==> src/design/stpd_pkg.sv <==
// shared types and constants of the single tap panned delay core
package stpd_pkg;

	localparam int SAMPLE_W = 16;
	localparam int DELAY_W  = 10;
	localparam int COEF_W   = 16;
	localparam int CFG_W    = 16;
	localparam int IDX_W    = 2;

	// register indexes of the configuration port
	localparam logic [IDX_W-1:0] REG_TAP_ENABLE = 2'd0;
	localparam logic [IDX_W-1:0] REG_TAP_DELAY  = 2'd1;
	localparam logic [IDX_W-1:0] REG_TAP_GAIN   = 2'd2;
	localparam logic [IDX_W-1:0] REG_TAP_PAN    = 2'd3;

	localparam logic [COEF_W-1:0] GAIN_RESET = 16'd32768;
	localparam logic [COEF_W-1:0] PAN_RESET  = 16'd16384;
	localparam logic [COEF_W-1:0] PAN_UNITY  = 16'd32768;

	// queue between front and back
	localparam int QDEPTH = 4;
	localparam int QPW    = $clog2(QDEPTH);
	localparam int QLW    = $clog2(QDEPTH + 1);

	typedef struct packed {
		logic                tap_enable;
		logic [DELAY_W-1:0]  tap_delay;
		logic [COEF_W-1:0]   tap_gain;
		logic [COEF_W-1:0]   tap_pan;
	} cfg_t;

endpackage

==> src/design/stpd_queue.sv <==
// small fifo that decouples the store front from the arithmetic back
module stpd_queue (
	input  logic                            clk,
	input  logic                            arst_n,
	input  logic                            push,
	input  logic [stpd_pkg::SAMPLE_W-1:0]   push_data,
	input  logic                            pop,
	output logic                            out_valid,
	output logic [stpd_pkg::SAMPLE_W-1:0]   out_data,
	output logic [stpd_pkg::QLW-1:0]        level
);

	logic [stpd_pkg::SAMPLE_W-1:0] ent_q [stpd_pkg::QDEPTH];
	logic [stpd_pkg::QPW-1:0]      wr_ptr_q;
	logic [stpd_pkg::QPW-1:0]      rd_ptr_q;
	logic [stpd_pkg::QLW-1:0]      level_q;

	assign out_valid = (level_q != '0);
	assign out_data  = ent_q[rd_ptr_q];
	assign level     = level_q;

	always_ff @(posedge clk) begin
		if (push) begin
			ent_q[wr_ptr_q] <= push_data;
		end
	end

	always_ff @(posedge clk or negedge arst_n) begin
		if (!arst_n) begin
			wr_ptr_q <= '0;
			rd_ptr_q <= '0;
			level_q  <= '0;
		end else begin
			if (push) begin
				wr_ptr_q <= wr_ptr_q + 1'b1;
			end
			if (pop) begin
				rd_ptr_q <= rd_ptr_q + 1'b1;
			end
			if (push && !pop) begin
				level_q <= level_q + 1'b1;
			end else if (pop && !push) begin
				level_q <= level_q - 1'b1;
			end
		end
	end

endmodule

==> config.mk <==
export PLATFORM = sky130hd
export DESIGN_NAME = stpd_queue
export DESIGN_NICKNAME = d
export VERILOG_FILES = /design/src/design/stpd_pkg.sv /design/src/design/stpd_queue.sv
export SDC_FILE = /design/constraint.sdc
export NUM_CORES = 1
export LEC_CHECK = 0
export ABC_AREA = 1
export ABC_CLOCK_PERIOD_IN_PS = 4700
export BUFFER_PORTS_ARGS = -buffer_cell sky130_fd_sc_hd__buf_4
export CAP_MARGIN = 20
export CORE_MARGIN = 2
export CORE_UTILIZATION = 36
export CTS_CLUSTER_DIAMETER = 80
export DETAILED_ROUTE_END_ITERATION = 8
export GPL_TIMING_DRIVEN = 1
export PLACE_DENSITY_LB_ADDON = 0.2
export SYNTH_ARGS = -nofsm -noshare
export SYNTH_HDL_FRONTEND = slang
export SYNTH_SLANG_ARGS = --single-unit
==> constraint.sdc <==
create_clock -name clk -period 4.7 [get_ports clk]
set_clock_uncertainty 0.15 [all_clocks]
set_input_delay 0.47 -clock clk [delete_from_list [all_inputs] [get_ports clk]]
set_output_delay 0.47 -clock clk [all_outputs]
set_load 0.03 [all_outputs]
==> impl_metrics.tcl <==
set metrics [dict create \
    yosys.area.top_type "edfxtp_1" \
    die_x_um 98.38 \
    cts_resized 0 \
    timing.final.crit_share_pct 60.39 \
    outcome "finished clean" \
    cts_tree "yes" \
    avgViaCountPerCell 4.384 \
    fin_crit_ps 2839 \
    syn_inst 234 \
    routedWlPerCell_um 13.54 \
    area_growth_pct 16.27 \
    insertion_delay_ps 340 \
    maxCapViolCount 0 \
    synthTopCellsByArea "edfxtp_1 (60%), o211ai_2 (9.0%), dfrtp_1 (5.5%)" \
    num_vias 1701 \
    startpoint_type "flop" \
    fmax_mhz 352.3 \
    arrival_ps 2220 \
    drt-initial-drc-count 92 \
    multi_input_area_sq_um 803.3 \
    io_pins 40 \
    yosysWarnings 0 \
    seq_area_sq_mm 0.002098 \
    antenna_found_initial 0 \
    gr-total-overflow 0 \
    initial_utilization_pct 36.95 \
    synth_edf_count 64 \
    first_pass_iters 4 \
    htreeDepth 3 \
    cts_made_buffers 9 \
    synth_cell_types 21 \
    synth_top_area_share_pct 59.93 \
    yosys_register_bits 71 \
    hold_class "input pin to flop" \
    cp_max_fo 42 \
    synth_xor_area_share_pct 1.327 \
    core_area_sq_mm 0.008678 \
    io_buffers 39 \
    yosys-top-cells-count "edfxtp_1 (64), inv_1 (43), nand2_1 (34), nand2_2 (28), o211ai_2 (23)" \
    endpoint_kind "output pin" \
    peakVddDrop_v 0.0002612 \
    cp.required_ps 4080 \
    finalMaxSlewViolations 0 \
    clockBufferDepth 2 \
    power.density_mw_per_mm2 671.9 \
    syn_nets 260 \
    cts_root_buf "clkbuf_8" \
    nNetsFinal 301 \
    grt_first_pass_wirelength_mm 8.783 \
    total_leakage_power_nw 1.552 \
    grt_pass1_vias 1771 \
    synthSimpleGateAreaFrac_pct 9.910 \
    die_area_sq_mm 0.009679 \
    yosysSeqAreaShare_pct 65.39 \
    synth-compound-area-share_pct 11.24 \
    synth_top_family_by_area "compound AO/OA/AOI/OAI gates" \
    die_h_um 98.38 \
    n_antenna_cell 0 \
    hold_depth 1 \
    gp_congestion 0.7379 \
    clk_pin_slew_ps 80 \
    synth.area.mux_share_pct 0 \
    crit_type "flop to output pin" \
    grtUsageTotal_pct 11.97 \
    cts.sinks 71 \
    ys_dominant_reg_cell "edfxtp_1" \
    routed_wl_mm 5.253 \
    postRouteAntennaNets 0 \
    pre_cts_slack_ps 2192 \
    max_slew_margin_pct 37.91 \
    num_rows 34 \
    fillers 834 \
    finalSetupViolCount 0 \
    async_reset_ff_share_pct 9.859 \
    rsz0062_at_grt "no" \
    hpwl_mm 3.243 \
    drive_gt1_share_pct 39.29 \
    syn-cell-area_sq_mm 0.003207 \
    yosysMostFrequentCell "edfxtp_1" \
    worst_slack_ps 1861 \
    setup_tns_ps 0 \
    ff2ff_path_depth 2 \
    syn_avg_cell_area_sq_um 13.70 \
    finalHoldViolations 0 \
    grt_start_max_net_pins 43 \
    drc 0 \
    tightest_slew_ps 931.3 \
    synthAdderAreaFrac_pct 2.575 \
]
[registers in the layout (all words and copies together) (netlist names)]
signal    cells
wr_ptr_q      2
ent_q        64
rd_ptr_q      2
level         3
[critical path, cell delays in order, from the launching register on]
cell	delay [ps]
dfrtp_2	980
buf_4	470
o211ai_1	170
nand2_2	110
buf_4	150
[final timing paths]
| kind | from | endpoint | slack (ps) |
|---|---|---|---|
| worst max-delay path | rd_ptr_q[0] | out_data[12] | 1860 |
| worst min-delay path | push_data[15] | ent_q[0][15] | 180 |
| worst max register to register | rd_ptr_q[1] | rd_ptr_q[1] | 2820 |
| worst min register to register | level[2] | level[2] | 360 |
| max in group asynchronous | arst_n | rd_ptr_q[0] | 3930 |
| min in group asynchronous | arst_n | level[0] | 320 |
[metal layers]
layer	vias up	global-route usage [%]	part of all wire (%)
li1	868	-	-
met3	9	2.935	3.2
met4	0	6.639	2.4
met1	799	15.41	47
met5	-	0	0
met2	25	18.58	47
[report_power, final]
group / total (W) / leakage (nW) / internal, W / switching, W
logic: 0.00100 / 0.773 / 0.000371 / 0.000630
clock network: 0.000514 / 0.109 / 0.000295 / 0.000219
registers: 0.000990 / 0.670 / 0.000836 / 0.000154
total: 0.00251 / 1.55 / 0.00150 / 0.00100
[cell families (layout without fill, tap and decap cells)]
logic type,after synthesis,in the layout
flip-flops,71,71
AO/OA/AOI/OAI,33,33
buffers and inverters,55,101
AND/OR/NAND/NOR,65,65
XOR/XNOR,4,4
adder cells (fa/ha/maj),6,6
[layout by cell type (no fill, tap or decap), drive strengths merged]
| cell | n |
|---|---|
| clkbuf | 9 |
| ha | 5 |
| xnor2 | 1 |
| bufinv | 2 |
| inv | 43 |
| clkinv | 5 |
| dlygate4sd3 | 1 |
| nand2 | 62 |
| buf | 40 |
| nand4 | 1 |
| o211ai | 32 |
| edfxtp | 64 |
| dfrtp | 7 |
| xor2 | 3 |
| fa | 1 |
| nand3 | 1 |
| clkinvlp | 1 |
| o21ai | 1 |
| nor2 | 1 |
[metrics by stage]
stage / power [W] / hold slack [ps] / instance area (sq um) / utilization, % / cells
2_1_floorplan: 0.001794 / 24.41 / 3207 / - / 234
3_3_place_gp: 0.002019 / 139.1 / 3507 / 40.41 / 371
3_5_place_dp: 0.002026 / 143.2 / 3507 / 40.41 / 371
4_1_cts: 0.002545 / 159.8 / 3729 / 42.96 / 388
5_1_grt: 0.002668 / 163.4 / 3729 / 42.96 / 388
6_report: 0.002505 / 179.8 / 3729 / 42.96 / 388
[area by class of cell]
| class | instances | area share [%] |
|---|---|---|
| Inverter | 44 | 4.564 |
| Sequential cell | 71 | 56.28 |
| Timing Repair Buffer | 41 | 8.322 |
| Clock inverter | 7 | 2.349 |
| Clock buffer | 9 | 3.322 |
| Tap cell | 108 | 3.624 |
| Multi-Input combinational cell | 108 | 21.54 |
[what timing repair did]
item	CTS	global route
endpoints found under the hold margin	7	0
setup buffers	0	0
hold buffers	1	0
Power figures use the tool's default switching activity.
