--- config.mk ---
export PLATFORM = sky130hd
export DESIGN_NAME = stpd_back
export DESIGN_NICKNAME = d
export VERILOG_FILES = /design/src/design/stpd_pkg.sv /design/src/design/stpd_back.sv
export SDC_FILE = /design/constraint.sdc
export NUM_CORES = 2
export LEC_CHECK = 0
export BUFFER_PORTS_ARGS = -buffer_cell sky130_fd_sc_hd__buf_2
export CAP_MARGIN = 20
export CORE_ASPECT_RATIO = 0.7
export CORE_MARGIN = 2
export CORE_UTILIZATION = 40
export DETAILED_ROUTE_END_ITERATION = 8
export GPL_ROUTABILITY_DRIVEN = 0
export PLACE_DENSITY_LB_ADDON = 0.2
export SLEW_MARGIN = 20
export SYNTH_ARGS = -nofsm -noshare
export SYNTH_HDL_FRONTEND = slang
export SYNTH_SLANG_ARGS = --single-unit
--- constraint.sdc ---
create_clock -name clk -period 6.1 [get_ports clk]
set_input_delay 0.915 -clock clk [delete_from_list [all_inputs] [get_ports clk]]
set_output_delay 0.915 -clock clk [all_outputs]
set_load 0.01 [all_outputs]
--- src/design/stpd_pkg.sv ---
// shared types and constants of the single tap panned delay core
package stpd_pkg;

	localparam int SAMPLE_W = 16;
	localparam int DELAY_W  = 10;
	localparam int COEF_W   = 16;
	localparam int CFG_W    = 16;
	localparam int IDX_W    = 2;

	// register indexes of the configuration port
	localparam logic [IDX_W-1:0] REG_TAP_ENABLE = 2'd0;
	localparam logic [IDX_W-1:0] REG_TAP_DELAY  = 2'd1;
	localparam logic [IDX_W-1:0] REG_TAP_GAIN   = 2'd2;
	localparam logic [IDX_W-1:0] REG_TAP_PAN    = 2'd3;

	localparam logic [COEF_W-1:0] GAIN_RESET = 16'd32768;
	localparam logic [COEF_W-1:0] PAN_RESET  = 16'd16384;
	localparam logic [COEF_W-1:0] PAN_UNITY  = 16'd32768;

	// queue between front and back
	localparam int QDEPTH = 4;
	localparam int QPW    = $clog2(QDEPTH);
	localparam int QLW    = $clog2(QDEPTH + 1);

	typedef struct packed {
		logic                tap_enable;
		logic [DELAY_W-1:0]  tap_delay;
		logic [COEF_W-1:0]   tap_gain;
		logic [COEF_W-1:0]   tap_pan;
	} cfg_t;

endpackage

--- src/design/stpd_back.sv ---
// back end: gain and pan multiplies, rounding, saturation and output register
module stpd_back (
	input  logic                            clk,
	input  logic                            arst_n,
	input  stpd_pkg::cfg_t                  cfg,
	input  logic                            q_valid,
	input  logic [stpd_pkg::SAMPLE_W-1:0]   q_data,
	output logic                            pop,
	output logic                            out_valid,
	input  logic                            out_ready,
	output logic [2*stpd_pkg::SAMPLE_W-1:0] out_data
);

	localparam int SG_W = stpd_pkg::SAMPLE_W + stpd_pkg::COEF_W + 1;
	localparam int P_W  = SG_W + stpd_pkg::COEF_W + 1;

	function automatic logic [stpd_pkg::SAMPLE_W-1:0] round_sat(
		input logic signed [P_W-1:0] p
	);
		logic signed [P_W-1:0] t;
		logic signed [P_W-31:0] r;
		begin
			t = p + (P_W)'(64'd536870912);
			r = t[P_W-1:30];
			if (r > (P_W - 30)'(32767)) begin
				round_sat = 16'h7fff;
			end else if (r < -(P_W - 30)'(32768)) begin
				round_sat = 16'h8000;
			end else begin
				round_sat = r[stpd_pkg::SAMPLE_W-1:0];
			end
		end
	endfunction

	logic signed [SG_W-1:0]          sg_s2;
	logic                            valid_s2;
	logic signed [P_W-1:0]           pl_s3;
	logic signed [P_W-1:0]           pr_s3;
	logic                            valid_s3;
	logic                            out_valid_q;
	logic [2*stpd_pkg::SAMPLE_W-1:0] out_data_q;

	logic                            out_free;
	logic                            adv3;
	logic                            free3;
	logic                            adv2;
	logic                            free2;

	logic signed [stpd_pkg::SAMPLE_W-1:0] s_sig;
	logic signed [stpd_pkg::COEF_W:0]     g_sig;
	logic [stpd_pkg::COEF_W-1:0]          pan_f;
	logic signed [stpd_pkg::COEF_W:0]     pr_f;
	logic signed [stpd_pkg::COEF_W:0]     pl_f;
	logic signed [SG_W-1:0]               sg_w;
	logic signed [P_W-1:0]                pl_w;
	logic signed [P_W-1:0]                pr_w;

	assign out_free = !out_valid_q || out_ready;
	assign adv3     = valid_s3 && out_free;
	assign free3    = !valid_s3 || out_free;
	assign adv2     = valid_s2 && free3;
	assign free2    = !valid_s2 || free3;
	assign pop      = q_valid && free2;

	// pan above unity is held at full right
	assign pan_f = (cfg.tap_pan > stpd_pkg::PAN_UNITY) ? stpd_pkg::PAN_UNITY : cfg.tap_pan;
	assign pr_f  = {1'b0, pan_f};
	assign pl_f  = {1'b0, stpd_pkg::PAN_UNITY - pan_f};
	assign s_sig = q_data;
	assign g_sig = {1'b0, cfg.tap_gain};
	assign sg_w  = s_sig * g_sig;
	assign pl_w  = sg_s2 * pl_f;
	assign pr_w  = sg_s2 * pr_f;

	always_ff @(posedge clk) begin
		if (pop) begin
			sg_s2 <= sg_w;
		end
		if (adv2) begin
			pl_s3 <= pl_w;
			pr_s3 <= pr_w;
		end
		if (adv3) begin
			out_data_q <= {round_sat(pr_s3), round_sat(pl_s3)};
		end
	end

	always_ff @(posedge clk or negedge arst_n) begin
		if (!arst_n) begin
			valid_s2    <= 1'b0;
			valid_s3    <= 1'b0;
			out_valid_q <= 1'b0;
		end else begin
			if (free2) begin
				valid_s2 <= q_valid;
			end
			if (free3) begin
				valid_s3 <= valid_s2;
			end
			if (out_free) begin
				out_valid_q <= valid_s3;
			end
		end
	end

	assign out_valid = out_valid_q;
	assign out_data  = out_data_q;

endmodule

==> flow_summary.json <==
{
  "clockRootBuffer": "clkbuf_16",
  "setup_tns_ns": -75.33,
  "die_w_um": 419,
  "worst_ep_arrival_time_ns": 8.40,
  "start_util_pct": 40.4,
  "syn-num-nets": 6979,
  "nFillCells": 11400,
  "ys.flop_type": "edfxtp_1",
  "grt_pass1_wl_um": 216000,
  "async_reset_ff_share_pct": 2.73,
  "layout-drive-gt1-share_pct": 18.4,
  "finalInstanceArea_sq_mm": 0.0583,
  "core_region_area_sq_mm": 0.120,
  "ctsLongestPathBuffers": 2,
  "syn_to_final_growth_pct": 20.7,
  "place_area_sq_mm": 0.0558,
  "multi_input_area_sq_mm": 0.0400,
  "ys_warn_count": 0,
  "violations": "negative setup slack",
  "synth_cells": 5361,
  "wl_per_cell_um": 17.4,
  "dr.pass1.iters": 5,
  "clk_pin_slew_worst_paths_ns": 0.10,
  "drc": 0,
  "hold_violations": 0,
  "cts_tree": "yes",
  "cts_made_buffers": 9,
  "fmax_mhz": 122,
  "start_kind": "input port",
  "hp-class": "input port to asynchronous set/reset pin",
  "drt_iter0_markers": 2089,
  "clkSinkCount": 110,
  "grt.overflow.total": 0,
  "grt_pass1_vias": 38800,
  "io_pins": 97,
  "die_height_um": 295,
  "period_share_pct": 135,
  "seqCellArea_sq_mm": 0.00329,
  "gr-usage-all-layers_pct": 22.3,
  "fin_cells": 7507,
  "port_buffers": 85,
  "rows": 106,
  "critPathCaptureType": "flip-flop",
  "synth_area_leaders": "fa_1 50%, inv_1 12%, ha_1 9.3%",
  "worst_pin_slew_ns": 0.934,
  "dieArea_sq_mm": 0.124,
  "synth.distinct_cells": 65,
  "synthesis.area_sq_mm": 0.0483,
  "pre_cts_ws_ns": -2.74,
  "dpl.hpwl_um": 111000,
  "slowest_stage": "fa_1",
  "fin_crit_ns": 8.22,
  "synth_commonest_cells": "1542 x inv_1, 1196 x fa_1, 905 x nand2_1",
  "r2r-start": "sg_s2[18]",
  "timing.final.ws_setup_ns": -2.12,
  "htreeDepth": 3,
  "antenna_found_initial": 2,
  "drt_wl_total_um": 131000,
  "synth_edf_count": 107,
  "cp.required_ns": 6.27,
  "maxCapViolations": 0,
  "yosysSeqAreaShare_pct": 6.80,
  "grt_setup_unrepaired": "yes",
  "status": "finished with violations",
  "relSlewSlack_pct": 37.4,
  "finalSetupViolCount": 42,
  "r2r_cells": 27,
  "skew_ns": 0.0205,
  "netlist.area_leader.share_pct": 49.5,
  "crit_start": "cfg[7]",
  "path_common_cell": "fa_1",
  "crit_path_max_incr_delay_ns": 0.57,
  "viasPerCell": 4.75,
  "insertion_delay_ns": 0.44,
  "synth_seq_cells": 110,
  "yosysTopAreaCell": "fa_1",
  "critical_path_class": "input port to flip-flop",
  "grt_max_degree": 43,
  "via_count": 35700,
  "nNetsFinal": 7497,
  "cp_max_fo": 8,
  "slew_violations": 0,
  "postRouteAntennaNets": 0,
  "syn_area_per_cell_sq_um": 9.02,
  "yosysMostFrequentCell": "inv_1",
  "dpl.cell_count": 7427
}
## layer usage
metal | global-route usage (%) | share of wire (%)
met3 | 3.69 | 6.3
met1 | 34.6 | 50
met4 | 4.11 | 1.4
met2 | 32.9 | 43
met5 | 0 | 0.023
## metrics by stage
stage / hold WS [ns] / utilization, %
after floorplan: 0.439 / -
after global placement: 0.457 / 46.6
after detailed placement: 0.479 / 46.6
after CTS: 0.213 / 47.5
after global routing: 0.226 / 48.8
final: 0.252 / 48.8
## kinds of logic (layout without fill, tap and decap cells)
kind of cell / after synthesis / in the layout / synth area share [%]
multiplexers: 1 / 1 / 0.0207
flip-flops: 110 / 110 / 6.80
AO/OA/AOI/OAI: 254 / 254 / 3.29
other: 0 / 3 / 0
buffers and inverters: 1792 / 2315 / 14.0
XOR/XNOR: 126 / 126 / 2.28
adder cells (fa/ha/maj): 1555 / 1555 / 58.8
AND/OR/NAND/NOR: 1523 / 1523 / 14.8
## worst paths after layout
kind	end	slack, ns
max in group asynchronous	valid_s2	5.75
worst min-delay path	out_valid	0.25
worst max register to register	pl_s3[42]	-0.65
min in group clk	out_valid	0.49
worst min register to register	out_valid	0.49
worst max-delay path	pl_s3[42]	-2.12
## flip-flops by register name, indices dropped and copies added (netlist names)
signal and count:
out_valid 1, valid_s2 1, pr_s3 21, sg_s2 33
valid_s3 1, pl_s3 21, out_data 32
## cells in the final DEF (no fill, tap or decap), types with 10 or more instances in the layout
master,Yosys,final
nor2b_1,15,10
ha_1,359,328
xnor2_1,79,63
fa_1,1196,1170
and3_1,62,57
buf_4,1,550
buf_12,0,75
nand2_2,0,30
buf_2,4,58
nand4_1,13,13
nand2_4,0,17
a21o_1,46,45
edfxtp_1,107,107
inv_1,1542,1498
buf_6,1,51
o21ai_2,0,13
and2_1,371,352
and4_1,11,10
nand2b_1,23,23
xor2_1,47,40
nor2_1,48,37
nand2_1,905,858
clkbuf_16,0,14
and2_4,1,19
nand3_1,32,29
buf_8,0,14
o21ai_0,67,46
xnor2_2,0,14
a21oi_2,0,22
ha_4,0,31
inv_2,0,42
a21oi_1,74,46
fa_2,0,26
## critical path: cells and delay by family
kind	cells	cell delay, ns
xor gates and xnor gates	1	0.18
AOI/OAI and AO/OA	5	0.84
adders and majority gates	7	3.25
and+or+nand+nor	13	1.98
muxes	1	0.14
buffers and inverters	9	1.08
## timing repair
action	4_1_cts	5_1_grt
gates cloned	2	5
gates resized for setup	120	303
setup endpoints to repair	48	56
pin swaps	45	118
setup buffers	19	46
hold buffers	0	0
## cell type report
cell class	instances	area share [%]
diodes	3	0.0129
clock buffers	9	0.386
clock inverters	7	0.165
repair buffers	757	11.8
inverters	1542	9.93
flip-flops and latches	110	5.64
well taps	1620	3.47
multi-input cells	3459	68.6
Power is left out: the tool's default activity adds up to more than one toggle a clock period on the data nets, which glitch-free logic cannot reach.
